## config.mk

```make
export PLATFORM = sky130hd
export DESIGN_NAME = led_progress_chaser_blend_top
export DESIGN_NICKNAME = d
export VERILOG_FILES = /design/src/lpcb_pkg.sv /design/src/lpcb_regs.sv /design/src/lpcb_front.sv /design/src/lpcb_queue.sv /design/src/lpcb_back.sv /design/src/led_progress_chaser_blend_top.sv
export SDC_FILE = /design/constraint.sdc
export NUM_CORES = 2
export LEC_CHECK = 0
export BUFFER_PORTS_ARGS = -buffer_cell sky130_fd_sc_hd__clkbuf_2
export CAP_MARGIN = 20
export CORE_MARGIN = 2
export CORE_UTILIZATION = 52
export CTS_BUF_LIST = sky130_fd_sc_hd__clkbuf_8
export DETAILED_ROUTE_END_ITERATION = 10
export PLACE_DENSITY = 0.77
export SLEW_MARGIN = 20
export SYNTH_ARGS = -nofsm -noshare
export SYNTH_HDL_FRONTEND = slang
export SYNTH_SLANG_ARGS = --single-unit
```

## constraint.sdc

```tcl
create_clock -name aclk -period 8.6 [get_ports aclk]
set_clock_uncertainty 0.15 [all_clocks]
set_input_delay 2.58 -clock aclk [delete_from_list [all_inputs] [get_ports aclk]]
set_output_delay 2.58 -clock aclk [all_outputs]
set_load 0.02 [all_outputs]
```

## src/lpcb_pkg.sv

```systemverilog
// ----------------------------------------------------------------------------
// LED comet chaser package
// Widths, register codes, shared structs and the color channel helper.
// ----------------------------------------------------------------------------
`default_nettype none

package lpcb_pkg;

    localparam int WORD_W    = 32;
    localparam int CNT_W     = 7;
    localparam int LED_IDX_W = 6;
    localparam int COLOR_W   = 24;
    localparam int CH_W      = 8;
    localparam int CFG_IDX_W = 3;
    localparam int TDATA_W   = 32;
    localparam int QDEPTH    = 2;
    localparam int QPTR_W    = $clog2(QDEPTH);
    localparam int QCNT_W    = $clog2(QDEPTH + 1);

    // Register reset values.
    localparam logic [WORD_W-1:0]  SPEED_RST      = 32'h0001_0000;
    localparam logic [WORD_W-1:0]  PHASE_RST      = 32'h0000_0000;
    localparam logic [CNT_W-1:0]   COUNT_RST      = 7'd60;
    localparam logic [COLOR_W-1:0] HEAD_COLOR_RST = 24'hFF_FFFF;
    localparam logic [COLOR_W-1:0] TAIL_COLOR_RST = 24'h00_00FF;
    localparam logic [COLOR_W-1:0] BG_COLOR_RST   = 24'h00_0000;

    // Channel positions within a packed color.
    localparam int RED_LSB   = 16;
    localparam int GREEN_LSB = 8;
    localparam int BLUE_LSB  = 0;

    typedef enum logic [CFG_IDX_W-1:0] {
        CFG_SPEED      = 3'd0,
        CFG_PHASE      = 3'd1,
        CFG_LED_COUNT  = 3'd2,
        CFG_HEAD_COLOR = 3'd3,
        CFG_TAIL_COLOR = 3'd4,
        CFG_BG_COLOR   = 3'd5
    } cfg_idx_t;

    typedef struct packed {
        logic [WORD_W-1:0]  speed;
        logic [WORD_W-1:0]  phase_shift;
        logic [CNT_W-1:0]   led_count;
        logic [COLOR_W-1:0] head_color;
        logic [COLOR_W-1:0] tail_color;
        logic [COLOR_W-1:0] bg_color;
    } cfg_t;

    // One frame as classified by the front end.
    typedef struct packed {
        logic [LED_IDX_W-1:0] head;
        logic [LED_IDX_W-1:0] prev;
        logic [LED_IDX_W-1:0] last;
        logic                 tail_en;
        logic [COLOR_W-1:0]   head_blend;
        logic [COLOR_W-1:0]   prev_blend;
    } desc_t;

    typedef struct packed {
        logic full;
        logic empty;
    } qstat_t;

    function automatic logic [CH_W-1:0] chan(input logic [COLOR_W-1:0] color, input int lsb);
        return color[lsb +: CH_W];
    endfunction

endpackage

`default_nettype wire

```

## src/lpcb_regs.sv

```systemverilog
// ----------------------------------------------------------------------------
// LED comet chaser configuration registers
// Holds the six settings and decodes the plain write port.
// ----------------------------------------------------------------------------
`default_nettype none

module lpcb_regs (
    input  wire logic                           aclk,
    input  wire logic                           aresetn,
    input  wire logic                           cfg_wr_en,
    input  wire logic [lpcb_pkg::CFG_IDX_W-1:0] cfg_index,
    input  wire logic [lpcb_pkg::WORD_W-1:0]    cfg_wr_data,
    output lpcb_pkg::cfg_t                      cfg
);
    import lpcb_pkg::*;

    cfg_t cfg_reg;

    // Register write decode; unknown indexes are dropped.
    always_ff @(posedge aclk) begin
        if (!aresetn) begin
            cfg_reg.speed       <= SPEED_RST;
            cfg_reg.phase_shift <= PHASE_RST;
            cfg_reg.led_count   <= COUNT_RST;
            cfg_reg.head_color  <= HEAD_COLOR_RST;
            cfg_reg.tail_color  <= TAIL_COLOR_RST;
            cfg_reg.bg_color    <= BG_COLOR_RST;
        end else if (cfg_wr_en) begin
            unique case (cfg_idx_t'(cfg_index))
                CFG_SPEED:      cfg_reg.speed       <= cfg_wr_data;
                CFG_PHASE:      cfg_reg.phase_shift <= cfg_wr_data;
                CFG_LED_COUNT:  cfg_reg.led_count   <= cfg_wr_data[CNT_W-1:0];
                CFG_HEAD_COLOR: cfg_reg.head_color  <= cfg_wr_data[COLOR_W-1:0];
                CFG_TAIL_COLOR: cfg_reg.tail_color  <= cfg_wr_data[COLOR_W-1:0];
                CFG_BG_COLOR:   cfg_reg.bg_color    <= cfg_wr_data[COLOR_W-1:0];
                default: begin
                end
            endcase
        end
    end

    assign cfg = cfg_reg;

endmodule

`default_nettype wire

```

## src/lpcb_front.sv

```systemverilog
// ----------------------------------------------------------------------------
// LED comet chaser front end
// Four-stage pipeline that turns a frame time into a frame descriptor:
// head position, blend fraction and the two blended colors.
// ----------------------------------------------------------------------------
`default_nettype none

module lpcb_front #(
    parameter int MAX_LEDS      = 64,
    parameter int FRACTION_BITS = 16
) (
    input  wire logic                        aclk,
    input  wire logic                        aresetn,
    input  lpcb_pkg::cfg_t                   cfg,
    input  wire logic                        in_valid,
    output logic                             in_ready,
    input  wire logic [lpcb_pkg::WORD_W-1:0] in_time,
    output logic                             q_push,
    output lpcb_pkg::desc_t                  q_wdata,
    input  lpcb_pkg::qstat_t                 q_stat
);
    import lpcb_pkg::*;

    localparam int BW = FRACTION_BITS + 10;
    localparam int SW = FRACTION_BITS + CNT_W;

    // Rounded blend of one channel: a + (b - a) * f, ties rounded up.
    function automatic logic [CH_W-1:0] blend_ch(input logic [CH_W-1:0] a,
                                                 input logic [CH_W-1:0] b,
                                                 input logic [FRACTION_BITS-1:0] f);
        logic [BW-1:0] base;
        logic [BW-1:0] diff;
        logic [BW-1:0] prod;
        logic [BW-1:0] total;
        base  = {2'b00, a, {FRACTION_BITS{1'b0}}};
        diff  = BW'({1'b0, b}) - BW'({1'b0, a});
        prod  = diff * BW'(f);
        total = base + prod + (BW'(1) << (FRACTION_BITS - 1));
        return total[FRACTION_BITS +: CH_W];
    endfunction

    function automatic logic [COLOR_W-1:0] blend_color(input logic [COLOR_W-1:0] ca,
                                                       input logic [COLOR_W-1:0] cb,
                                                       input logic [FRACTION_BITS-1:0] f);
        return {blend_ch(chan(ca, RED_LSB),   chan(cb, RED_LSB),   f),
                blend_ch(chan(ca, GREEN_LSB), chan(cb, GREEN_LSB), f),
                blend_ch(chan(ca, BLUE_LSB),  chan(cb, BLUE_LSB),  f)};
    endfunction

    logic                     adv;
    logic                     v1_reg, v2_reg, v3_reg, v4_reg;
    logic [WORD_W-1:0]        sum_s1_reg;
    logic [CNT_W-1:0]         count_next;
    logic [CNT_W-1:0]         count_s1_reg, count_s2_reg;
    logic [2*WORD_W-1:0]      prod_next;
    logic [FRACTION_BITS-1:0] pos_s2_reg;
    logic [SW-1:0]            scaled_next;
    logic [LED_IDX_W-1:0]     head_s3_reg;
    logic [FRACTION_BITS-1:0] frac_s3_reg;
    logic [LED_IDX_W-1:0]     last_s3_reg;
    desc_t                    desc_next;
    desc_t                    desc_reg;

    // The whole pipeline moves unless a finished descriptor waits on a full queue.
    assign adv      = !v4_reg || !q_stat.full;
    assign in_ready = adv;
    assign q_push   = v4_reg && !q_stat.full;
    assign q_wdata  = desc_reg;

    // LED count clamped to the range of one up to the strip length.
    always_comb begin
        if (cfg.led_count == '0) begin
            count_next = CNT_W'(1);
        end else if (cfg.led_count > CNT_W'(MAX_LEDS)) begin
            count_next = CNT_W'(MAX_LEDS);
        end else begin
            count_next = cfg.led_count;
        end
    end

    // Frame position is the fraction of the scaled time; head and blend
    // fraction come from the position times the LED count.
    assign prod_next   = {{WORD_W{1'b0}}, sum_s1_reg} * {{WORD_W{1'b0}}, cfg.speed};
    assign scaled_next = SW'(pos_s2_reg) * SW'(count_s2_reg);

    // The LED before the head wraps to the last LED when the head is LED zero.
    always_comb begin
        desc_next.head       = head_s3_reg;
        desc_next.prev       = (head_s3_reg == '0) ? last_s3_reg
                                                   : head_s3_reg - LED_IDX_W'(1);
        desc_next.last       = last_s3_reg;
        desc_next.tail_en    = (head_s3_reg != '0);
        desc_next.head_blend = blend_color(cfg.bg_color, cfg.head_color, frac_s3_reg);
        desc_next.prev_blend = blend_color(cfg.head_color, cfg.tail_color, frac_s3_reg);
    end

    // Stage valid bits.
    always_ff @(posedge aclk) begin
        if (!aresetn) begin
            v1_reg <= 1'b0;
            v2_reg <= 1'b0;
            v3_reg <= 1'b0;
            v4_reg <= 1'b0;
        end else if (adv) begin
            v1_reg <= in_valid;
            v2_reg <= v1_reg;
            v3_reg <= v2_reg;
            v4_reg <= v3_reg;
        end
    end

    // Stage payloads.
    always_ff @(posedge aclk) begin
        if (adv) begin
            sum_s1_reg   <= in_time + cfg.phase_shift;
            count_s1_reg <= count_next;
            pos_s2_reg   <= prod_next[FRACTION_BITS +: FRACTION_BITS];
            count_s2_reg <= count_s1_reg;
            head_s3_reg  <= scaled_next[FRACTION_BITS +: LED_IDX_W];
            frac_s3_reg  <= scaled_next[FRACTION_BITS-1:0];
            last_s3_reg  <= LED_IDX_W'(count_s2_reg - CNT_W'(1));
            desc_reg     <= desc_next;
        end
    end

endmodule

`default_nettype wire

```

## src/lpcb_queue.sv

```systemverilog
// ----------------------------------------------------------------------------
// LED comet chaser descriptor queue
// Short first-in first-out buffer between the front end and the LED sweep.
// ----------------------------------------------------------------------------
`default_nettype none

module lpcb_queue (
    input  wire logic        aclk,
    input  wire logic        aresetn,
    input  wire logic        push,
    input  lpcb_pkg::desc_t  wdata,
    input  wire logic        pop,
    output lpcb_pkg::desc_t  rdata,
    output lpcb_pkg::qstat_t stat
);
    import lpcb_pkg::*;

    desc_t             entry_reg [QDEPTH];
    logic [QPTR_W-1:0] wr_ptr_reg;
    logic [QPTR_W-1:0] rd_ptr_reg;
    logic [QCNT_W-1:0] fill_reg;

    assign stat.full  = (fill_reg == QCNT_W'(QDEPTH));
    assign stat.empty = (fill_reg == '0);
    assign rdata      = entry_reg[rd_ptr_reg];

    // Pointers and fill level.
    always_ff @(posedge aclk) begin
        if (!aresetn) begin
            wr_ptr_reg <= '0;
            rd_ptr_reg <= '0;
            fill_reg   <= '0;
        end else begin
            if (push) begin
                wr_ptr_reg <= wr_ptr_reg + QPTR_W'(1);
            end
            if (pop) begin
                rd_ptr_reg <= rd_ptr_reg + QPTR_W'(1);
            end
            if (push && !pop) begin
                fill_reg <= fill_reg + QCNT_W'(1);
            end else if (pop && !push) begin
                fill_reg <= fill_reg - QCNT_W'(1);
            end
        end
    end

    // Entry storage.
    always_ff @(posedge aclk) begin
        if (push) begin
            entry_reg[wr_ptr_reg] <= wdata;
        end
    end

endmodule

`default_nettype wire

```

## src/lpcb_back.sv

```systemverilog
// ----------------------------------------------------------------------------
// LED comet chaser back end
// Sweeps the LEDs of the frame at the queue head into the output register, one color per
// cycle while the queue holds a frame and the output register is empty or drained.
// ----------------------------------------------------------------------------
`default_nettype none

module lpcb_back (
    input  wire logic                         aclk,
    input  wire logic                         aresetn,
    input  lpcb_pkg::cfg_t                    cfg,
    input  lpcb_pkg::desc_t                   q_rdata,
    input  lpcb_pkg::qstat_t                  q_stat,
    output logic                              q_pop,
    output logic                              out_valid,
    input  wire logic                         out_ready,
    output logic [lpcb_pkg::LED_IDX_W-1:0]    out_index,
    output logic [lpcb_pkg::COLOR_W-1:0]      out_color,
    output logic                              out_last
);
    import lpcb_pkg::*;

    logic                 adv;
    logic                 load;
    logic                 at_last;
    logic [LED_IDX_W-1:0] idx_reg;
    logic [COLOR_W-1:0]   color_next;
    logic                 valid_reg;
    logic [LED_IDX_W-1:0] index_reg;
    logic [COLOR_W-1:0]   color_reg;
    logic                 last_reg;

    // The output register takes a new color whenever it is empty or drained and the queue holds a frame.
    assign adv     = !valid_reg || out_ready;
    assign load    = adv && !q_stat.empty;
    assign at_last = (idx_reg == q_rdata.last);
    assign q_pop   = load && at_last;

    // Color of the current LED: head blend wins over the LED before it.
    always_comb begin
        if (idx_reg == q_rdata.head) begin
            color_next = q_rdata.head_blend;
        end else if (idx_reg == q_rdata.prev) begin
            color_next = q_rdata.prev_blend;
        end else if (q_rdata.tail_en && (idx_reg < q_rdata.prev)) begin
            color_next = cfg.tail_color;
        end else begin
            color_next = cfg.bg_color;
        end
    end

    // LED counter and output valid.
    always_ff @(posedge aclk) begin
        if (!aresetn) begin
            valid_reg <= 1'b0;
            idx_reg   <= '0;
        end else begin
            if (adv) begin
                valid_reg <= !q_stat.empty;
            end
            if (load) begin
                idx_reg <= at_last ? '0 : idx_reg + LED_IDX_W'(1);
            end
        end
    end

    // Output payload.
    always_ff @(posedge aclk) begin
        if (load) begin
            index_reg <= idx_reg;
            color_reg <= color_next;
            last_reg  <= at_last;
        end
    end

    assign out_valid = valid_reg;
    assign out_index = index_reg;
    assign out_color = color_reg;
    assign out_last  = last_reg;

endmodule

`default_nettype wire

```

## src/led_progress_chaser_blend_top.sv

```systemverilog
// ----------------------------------------------------------------------------
// LED comet chaser with fade, top level
// Path: a frame time passes the front pipeline and the descriptor queue into the output register.
// Throughput: one LED color per cycle while the receiver is ready and a frame waits, one color per LED,
// and the front pipeline takes a frame time every cycle while the two-frame queue has room.
// Reset: synchronous and active low; registers return to their defaults, pipeline empties.
// ----------------------------------------------------------------------------
`default_nettype none

module led_progress_chaser_blend_top #(
    parameter int MAX_LEDS      = 64,
    parameter int FRACTION_BITS = 16
) (
    input  wire logic                           aclk,
    input  wire logic                           aresetn,
    // Frame time stream.
    input  wire logic                           s_tvalid,
    output logic                                s_tready,
    input  wire logic [lpcb_pkg::WORD_W-1:0]    s_tdata,     // [31:0] frame_time
    // LED color stream.
    output logic                                m_tvalid,
    input  wire logic                           m_tready,
    output logic [lpcb_pkg::TDATA_W-1:0]        m_tdata,     // [5:0] led_index, [13:6] red,
                                                             // [21:14] green, [29:22] blue
    output logic                                m_tlast,     // last_led
    // Configuration write port.
    input  wire logic                           cfg_wr_en,
    input  wire logic [lpcb_pkg::CFG_IDX_W-1:0] cfg_index,
    input  wire logic [lpcb_pkg::WORD_W-1:0]    cfg_wr_data
);
    import lpcb_pkg::*;

    cfg_t                 cfg;
    logic                 q_push;
    logic                 q_pop;
    desc_t                q_wdata;
    desc_t                q_rdata;
    qstat_t               q_stat;
    logic [LED_IDX_W-1:0] out_index;
    logic [COLOR_W-1:0]   out_color;

    lpcb_regs u_regs (
        .aclk        (aclk),
        .aresetn     (aresetn),
        .cfg_wr_en   (cfg_wr_en),
        .cfg_index   (cfg_index),
        .cfg_wr_data (cfg_wr_data),
        .cfg         (cfg)
    );

    lpcb_front #(
        .MAX_LEDS      (MAX_LEDS),
        .FRACTION_BITS (FRACTION_BITS)
    ) u_front (
        .aclk     (aclk),
        .aresetn  (aresetn),
        .cfg      (cfg),
        .in_valid (s_tvalid),
        .in_ready (s_tready),
        .in_time  (s_tdata),
        .q_push   (q_push),
        .q_wdata  (q_wdata),
        .q_stat   (q_stat)
    );

    lpcb_queue u_queue (
        .aclk    (aclk),
        .aresetn (aresetn),
        .push    (q_push),
        .wdata   (q_wdata),
        .pop     (q_pop),
        .rdata   (q_rdata),
        .stat    (q_stat)
    );

    lpcb_back u_back (
        .aclk      (aclk),
        .aresetn   (aresetn),
        .cfg       (cfg),
        .q_rdata   (q_rdata),
        .q_stat    (q_stat),
        .q_pop     (q_pop),
        .out_valid (m_tvalid),
        .out_ready (m_tready),
        .out_index (out_index),
        .out_color (out_color),
        .out_last  (m_tlast)
    );

    // Pack the color transfer, index in the lowest bits.
    assign m_tdata = {2'b00,
                      chan(out_color, BLUE_LSB),
                      chan(out_color, GREEN_LSB),
                      chan(out_color, RED_LSB),
                      out_index};

endmodule

`default_nettype wire

```

Yosys cells after proc, flatten, opt, wreduce, memory -nomap -nowiden --
Memory sizes are Yosys's and may differ from the RTL's. A register that Yosys moved wholly into a read port is not among the register bits. Index checks and enable logic that the tools add are counted.
Word-level totals: RAM bits 134, memories kept 1, output and inout port bits 35, bits in registers 346, logic and storage cells 117
Memories:
- u_queue.entry_reg | words 2, width 67, read ports 1, clocked after Yosys merged registers in 1, wr ports 1, line lpcb_queue.sv:18 | desc_t entry_reg [QDEPTH];
Operators by class: magnitude comparators 2, $mul 8, equal/unequal tests 9, muxes and demuxes 12, add/sub/neg operators 26, reduce and logical (&&, ||, !) cells 27
Operators with widths (number):
- multiplier 26 x 16 -> 24 bit | 6
- adder 24 x 16 -> 24 bit (second input constant) | 6
- adder 24 bit | 6
- 2-to-1 mux 24 bit | 3
- subtractor 8 x 8 -> 9 bit | 6
- adder 32 bit | 1
- multiplier 32 x 32 -> 32 bit | 1
- multiplier 16 x 7 -> 22 bit | 1
- equality test 6 bit | 3
- 2-to-1 mux 6 bit | 2
- AND reduction 2 bit | 6
- subtractor 6 x 1 -> 6 bit (second input constant) | 2
- > comparator 7 bit (second input constant) | 1
- zero test 7 bit | 1
- 2-to-1 mux 7 bit | 1
- adder 6 x 1 -> 6 bit (second input constant) | 1
- equality test 3 x 2 -> 1 bit (second input constant) | 2
- equality test 3 bit (second input constant) | 2
- logical AND 1 bit | 6
- zero test 1 bit | 6
- zero test 6 bit | 1
- less-than comparator 6 bit | 1
- nonzero test 6 bit | 1
- 2-to-1 mux 1 bit | 4
- 11 further kinds | 14

Logic depth before layout (Yosys ltp) --
word-level depth 7, gate-level depth with buffers 35, gate-level depth less buffers 34

Cells and area by module --
Synthesis repeated with hierarchy kept, for this count alone.
Unflattened totals: cell total of the unflattened synthesis 6587, area, all modules 65853.2 um^2
Modules (own cells, without submodules):
- lpcb_front | area an instance 52691.8 um^2, seq. area each 4794.6 um^2, cells an instance 5575, instances 1
- lpcb_regs | area an instance 5516.5 um^2, seq. area each 2862.7 um^2, cells an instance 530, instances 1
- lpcb_queue | area an instance 5166.2 um^2, seq. area each 4124.0 um^2, cells an instance 230, instances 1
- lpcb_back | area an instance 2459.9 um^2, seq. area each 1071.0 um^2, cells an instance 249, instances 1
- led_progress_chaser_blend_top | area an instance 18.8 um^2, seq. area each 0.0 um^2, cells an instance 3, instances 1

Least setup slack after synthesis --
No wires, ideal clock.
kind register to register, start register u_regs.cfg_reg, in the netlist u_regs.cfg[1], end register u_front.desc_reg, in the netlist u_front.q_wdata[31] (data pin), stages on the path, launching flop included 33, arrival 7.294 ns, required time 8.182 ns, path slack 0.888 ns, cells stage by stage dfxtp_1 > inv_1 > ha_1 > nor2b_1 > o21ai_1 > nand2b_1 > a21o_1 > a21o_1 > a21o_1 > a21oi_1 > xnor2_1 > clkbuf_1 > nand2_1 > fa_1 > inv_1 > fa_1 > inv_1 > fa_1 > inv_1 > fa_1 > fa_1 > inv_1 > fa_1 > inv_1 > ha_1 > a21o_1 > a21oi_1 > nand2_1 > or3_1 > nand3_1 > nand3_1 > o41ai_1 > xnor3_1
RTL lines:
- start: declaration | line lpcb_regs.sv:17 | cfg_t cfg_reg;
- end signal: assignment | line lpcb_front.sv:122 | desc_reg <= desc_next;
- end: declaration | line lpcb_front.sv:62 | desc_t desc_reg;

==> flow_summary.toml <==
[placement]
dp_hpwl_um = 152000
dp_cells = 9728
place_ws_ns = -0.0264
io_buffers = 104
placed_cell_area_um2 = 79600
gp_congestion = 0.948

[sta]
worstMarginPinSlew_ns = 1.19
fin_crit_ns = 8.23
setup_violations = 0
rsz0062_at_grt = "yes"
fmax_ghz = 0.122
min_period_over_period = 0.957
relSlewSlack = 0.205
finalWorstSetupSlack_ns = 0.372
hold_viol_final = 0
slew_viol_final = 0

[setup_path]
cp-end-kind = "flop"
critPathKind = "flop to flop"
path_max_fanout = 5
crit_arrival_ns = 8.73
slowest_delay_ns = 0.75
reg2reg_from = "u_regs.cfg[56]$_SDFFE_PN1P_"
path_common_cell = "fa_1"
cp.required_ns = 9.10
r2r_setup_slack_ns = 0.37
start_kind = "flop"
crit_slowest_cell = "fa_2"
reg2reg_to = "u_front.q_wdata[39]$_DFFE_PP_"
r2r_cells = 27

[clock_network]
cts.clk_slew.worst_paths_ns = 0.06
cts_buffer_depth = 3
clock-sinks = 481
tritoncts = "built"
cts-htree-levels = 3
cts_root_buf = "clkbuf_8"
cts_buffers = 80
holdBufCountCts = 0
worstSkewPairLatency_ns = 0.81

[synth]
synth.area.top_cells = "fa_1 39%, edfxtp_1 13%, ha_1 11%"
synth.yosys.warnings = 0
synth_top_cell_by_area = "fa_1"
synth-edff-count = 322
netlist_instances = 7865
synth_cell_types = 80
synthArstFlopShare = 0
avgSynthCellArea_um2 = 9.74
ys.flop_type = "edfxtp_1"
netlist_area_um2 = 76600
synth_top_area_frac = 0.388
ys_seq_area_frac = 0.168
ys_ff_latch = 481

[hold_path]
min_from = "u_front.count_s1_reg[4]$_SDFFCE_PP0P_"
hold_depth = 0
whs_endpoint = "u_front.count_s2_reg[4]$_DFFE_PP_"
hp-class = "flop to flop"

[grt]
grt_pass1_wl_um = 313000
antenna_found_initial = 7
grt_usage = 0.265
grt_max_degree = 80
gr-total-overflow = 0
grt_pass1_vias = 59029

[flow_run]
maxCapViolations = 0

[drt]
num_vias = 52971
drt_iter0_markers = 3749
routedWlPerCell_um = 19.4
drcViolationCount = 0
vias_per_cell = 5.36
dr.pass1.iters = 6
drt-total-wl_um = 192000
ant_nets = 0

[cells_and_area]
syn_to_final_growth_pct = 6.30
stdcell_area_um2 = 81400
seq_area_um2 = 12900
drive_gt1_frac = 0.0520
fin_util = 0.558
layout.cells.non_filler = 9880
layout.nets = 10094
multi_input_area_um2 = 55800
largest_reg_flops = 143
n_fill_cell = 12343

[die]
core-area_um2 = 146000
start_util = 0.525
die_w_um = 388
ios = 107
die-area_um2 = 150000
die_y_um = 388
num_rows = 140

[status]
outcome = "completed"
worst max path at each step:
stage                                           start                       endpoint  slack [ns]  cells past startpoint
after floorplan            u_regs.cfg[1]$_SDFFE_PN0P_  u_front.q_wdata[31]$_DFFE_PP_        0.89                     32
after global placement    u_regs.cfg[48]$_SDFFE_PN1P_  u_front.q_wdata[31]$_DFFE_PP_        0.21                     29
after detailed placement  u_regs.cfg[48]$_SDFFE_PN1P_  u_front.q_wdata[31]$_DFFE_PP_       -0.03                     29
after CTS                 u_regs.cfg[48]$_SDFFE_PN1P_  u_front.q_wdata[31]$_DFFE_PP_        0.16                     29
after global routing      u_regs.cfg[48]$_SDFFE_PN1P_  u_front.q_wdata[31]$_DFFE_PP_       -0.06                     30
final                     u_regs.cfg[56]$_SDFFE_PN1P_  u_front.q_wdata[39]$_DFFE_PP_        0.37                     27
final cells by class:
cell class / instances / share of cell area
Antenna cell: 1 / 0.0000307
Clock buffer: 87 / 0.0147
Clock inverter: 63 / 0.00631
Inverter: 1870 / 0.0862
Multi-Input combinational cell: 5205 / 0.685
Sequential cell: 481 / 0.158
Tap cell: 1917 / 0.0295
Timing Repair Buffer: 256 / 0.0207
cell families (layout without fill, tap and decap cells):
kind of cell    after synthesis  after routing  share of synthesized area
fa+ha+maj                  2128           2128                      0.493
flops                       481            481                      0.168
other cells                   1              3                  0.0000489
buf+inv                    2180           2276                      0.107
simple gates               2143           2143                      0.136
compound gates              508            508                     0.0451
xor+xnor                    300            300                     0.0345
mux                         124            124                     0.0162
stage by stage:
step | setup TNS (ns) | hold WS, ns
global placement | 0 | 0.250
CTS | 0 | 0.267
global route | -0.0556 | 0.277
floorplan | 0 | 0.250
finish | 0 | 0.265
detailed placement | -0.0264 | 0.255
Yosys cell counts (all sizes together), types with 73 or more instances:
cell    count
xnor2     226
a21oi     123
mux2i     123
and2      621
nand2b     75
nor2b     151
dfxtp     159
fa       1484
a21boi    114
xor2       73
ha        644
nor2      135
edfxtp    322
nand2    1025
inv      1869
clkbuf    300
what timing repair did:
action | in CTS | in global routing
buffers inserted | 0 | 1
setup endpoints to repair | 2 | 9
gates resized for setup | 2 | 15
critical path, delay by kind of cell (launching register included):
| family | cells | cell delay [ns] |
|---|---|---|
| fa+ha+maj | 9 | 3.95 |
| compound gates | 7 | 1.71 |
| simple gates | 7 | 1.54 |
| buf+inv | 4 | 0.40 |
| flops | 1 | 0.33 |
metal layers:
metal,share of wire,global-route usage,up-vias,wire length [µm]
met5,0.000047,0,-,9
met2,0.48,0.441,2015,91700
met3,0.080,0.0477,531,15400
met1,0.38,0.330,26873,73200
li1,-,-,23550,-
met4,0.059,0.139,2,11400
placed cells by master, fill, tap and decap left out, types with 7 or more instances in the layout:
cell type	instances
a211oi_1	9
a21boi_0	107
a21boi_1	7
a21o_1	51
a21oi_1	123
and2_1	621
and3_1	9
buf_4	151
clkbuf_2	103
clkbuf_8	87
clkinv_1	7
clkinv_2	9
dfxtp_1	158
edfxtp_1	322
fa_1	1482
ha_1	644
inv_1	1897
mux2i_1	123
nand2_1	1025
nand2b_1	75
nand3_1	37
nand4_1	14
nor2_1	128
nor2b_1	150
nor3_1	34
o211ai_1	33
o21a_1	27
o21ai_0	25
o21ai_1	41
o21bai_1	14
o31ai_1	9
or3_1	7
xnor2_1	217
xnor2_2	9
xor2_1	73
Power is left out: the tool's default activity adds up to more than one toggle a clock period on the data nets, which glitch-free logic cannot reach.
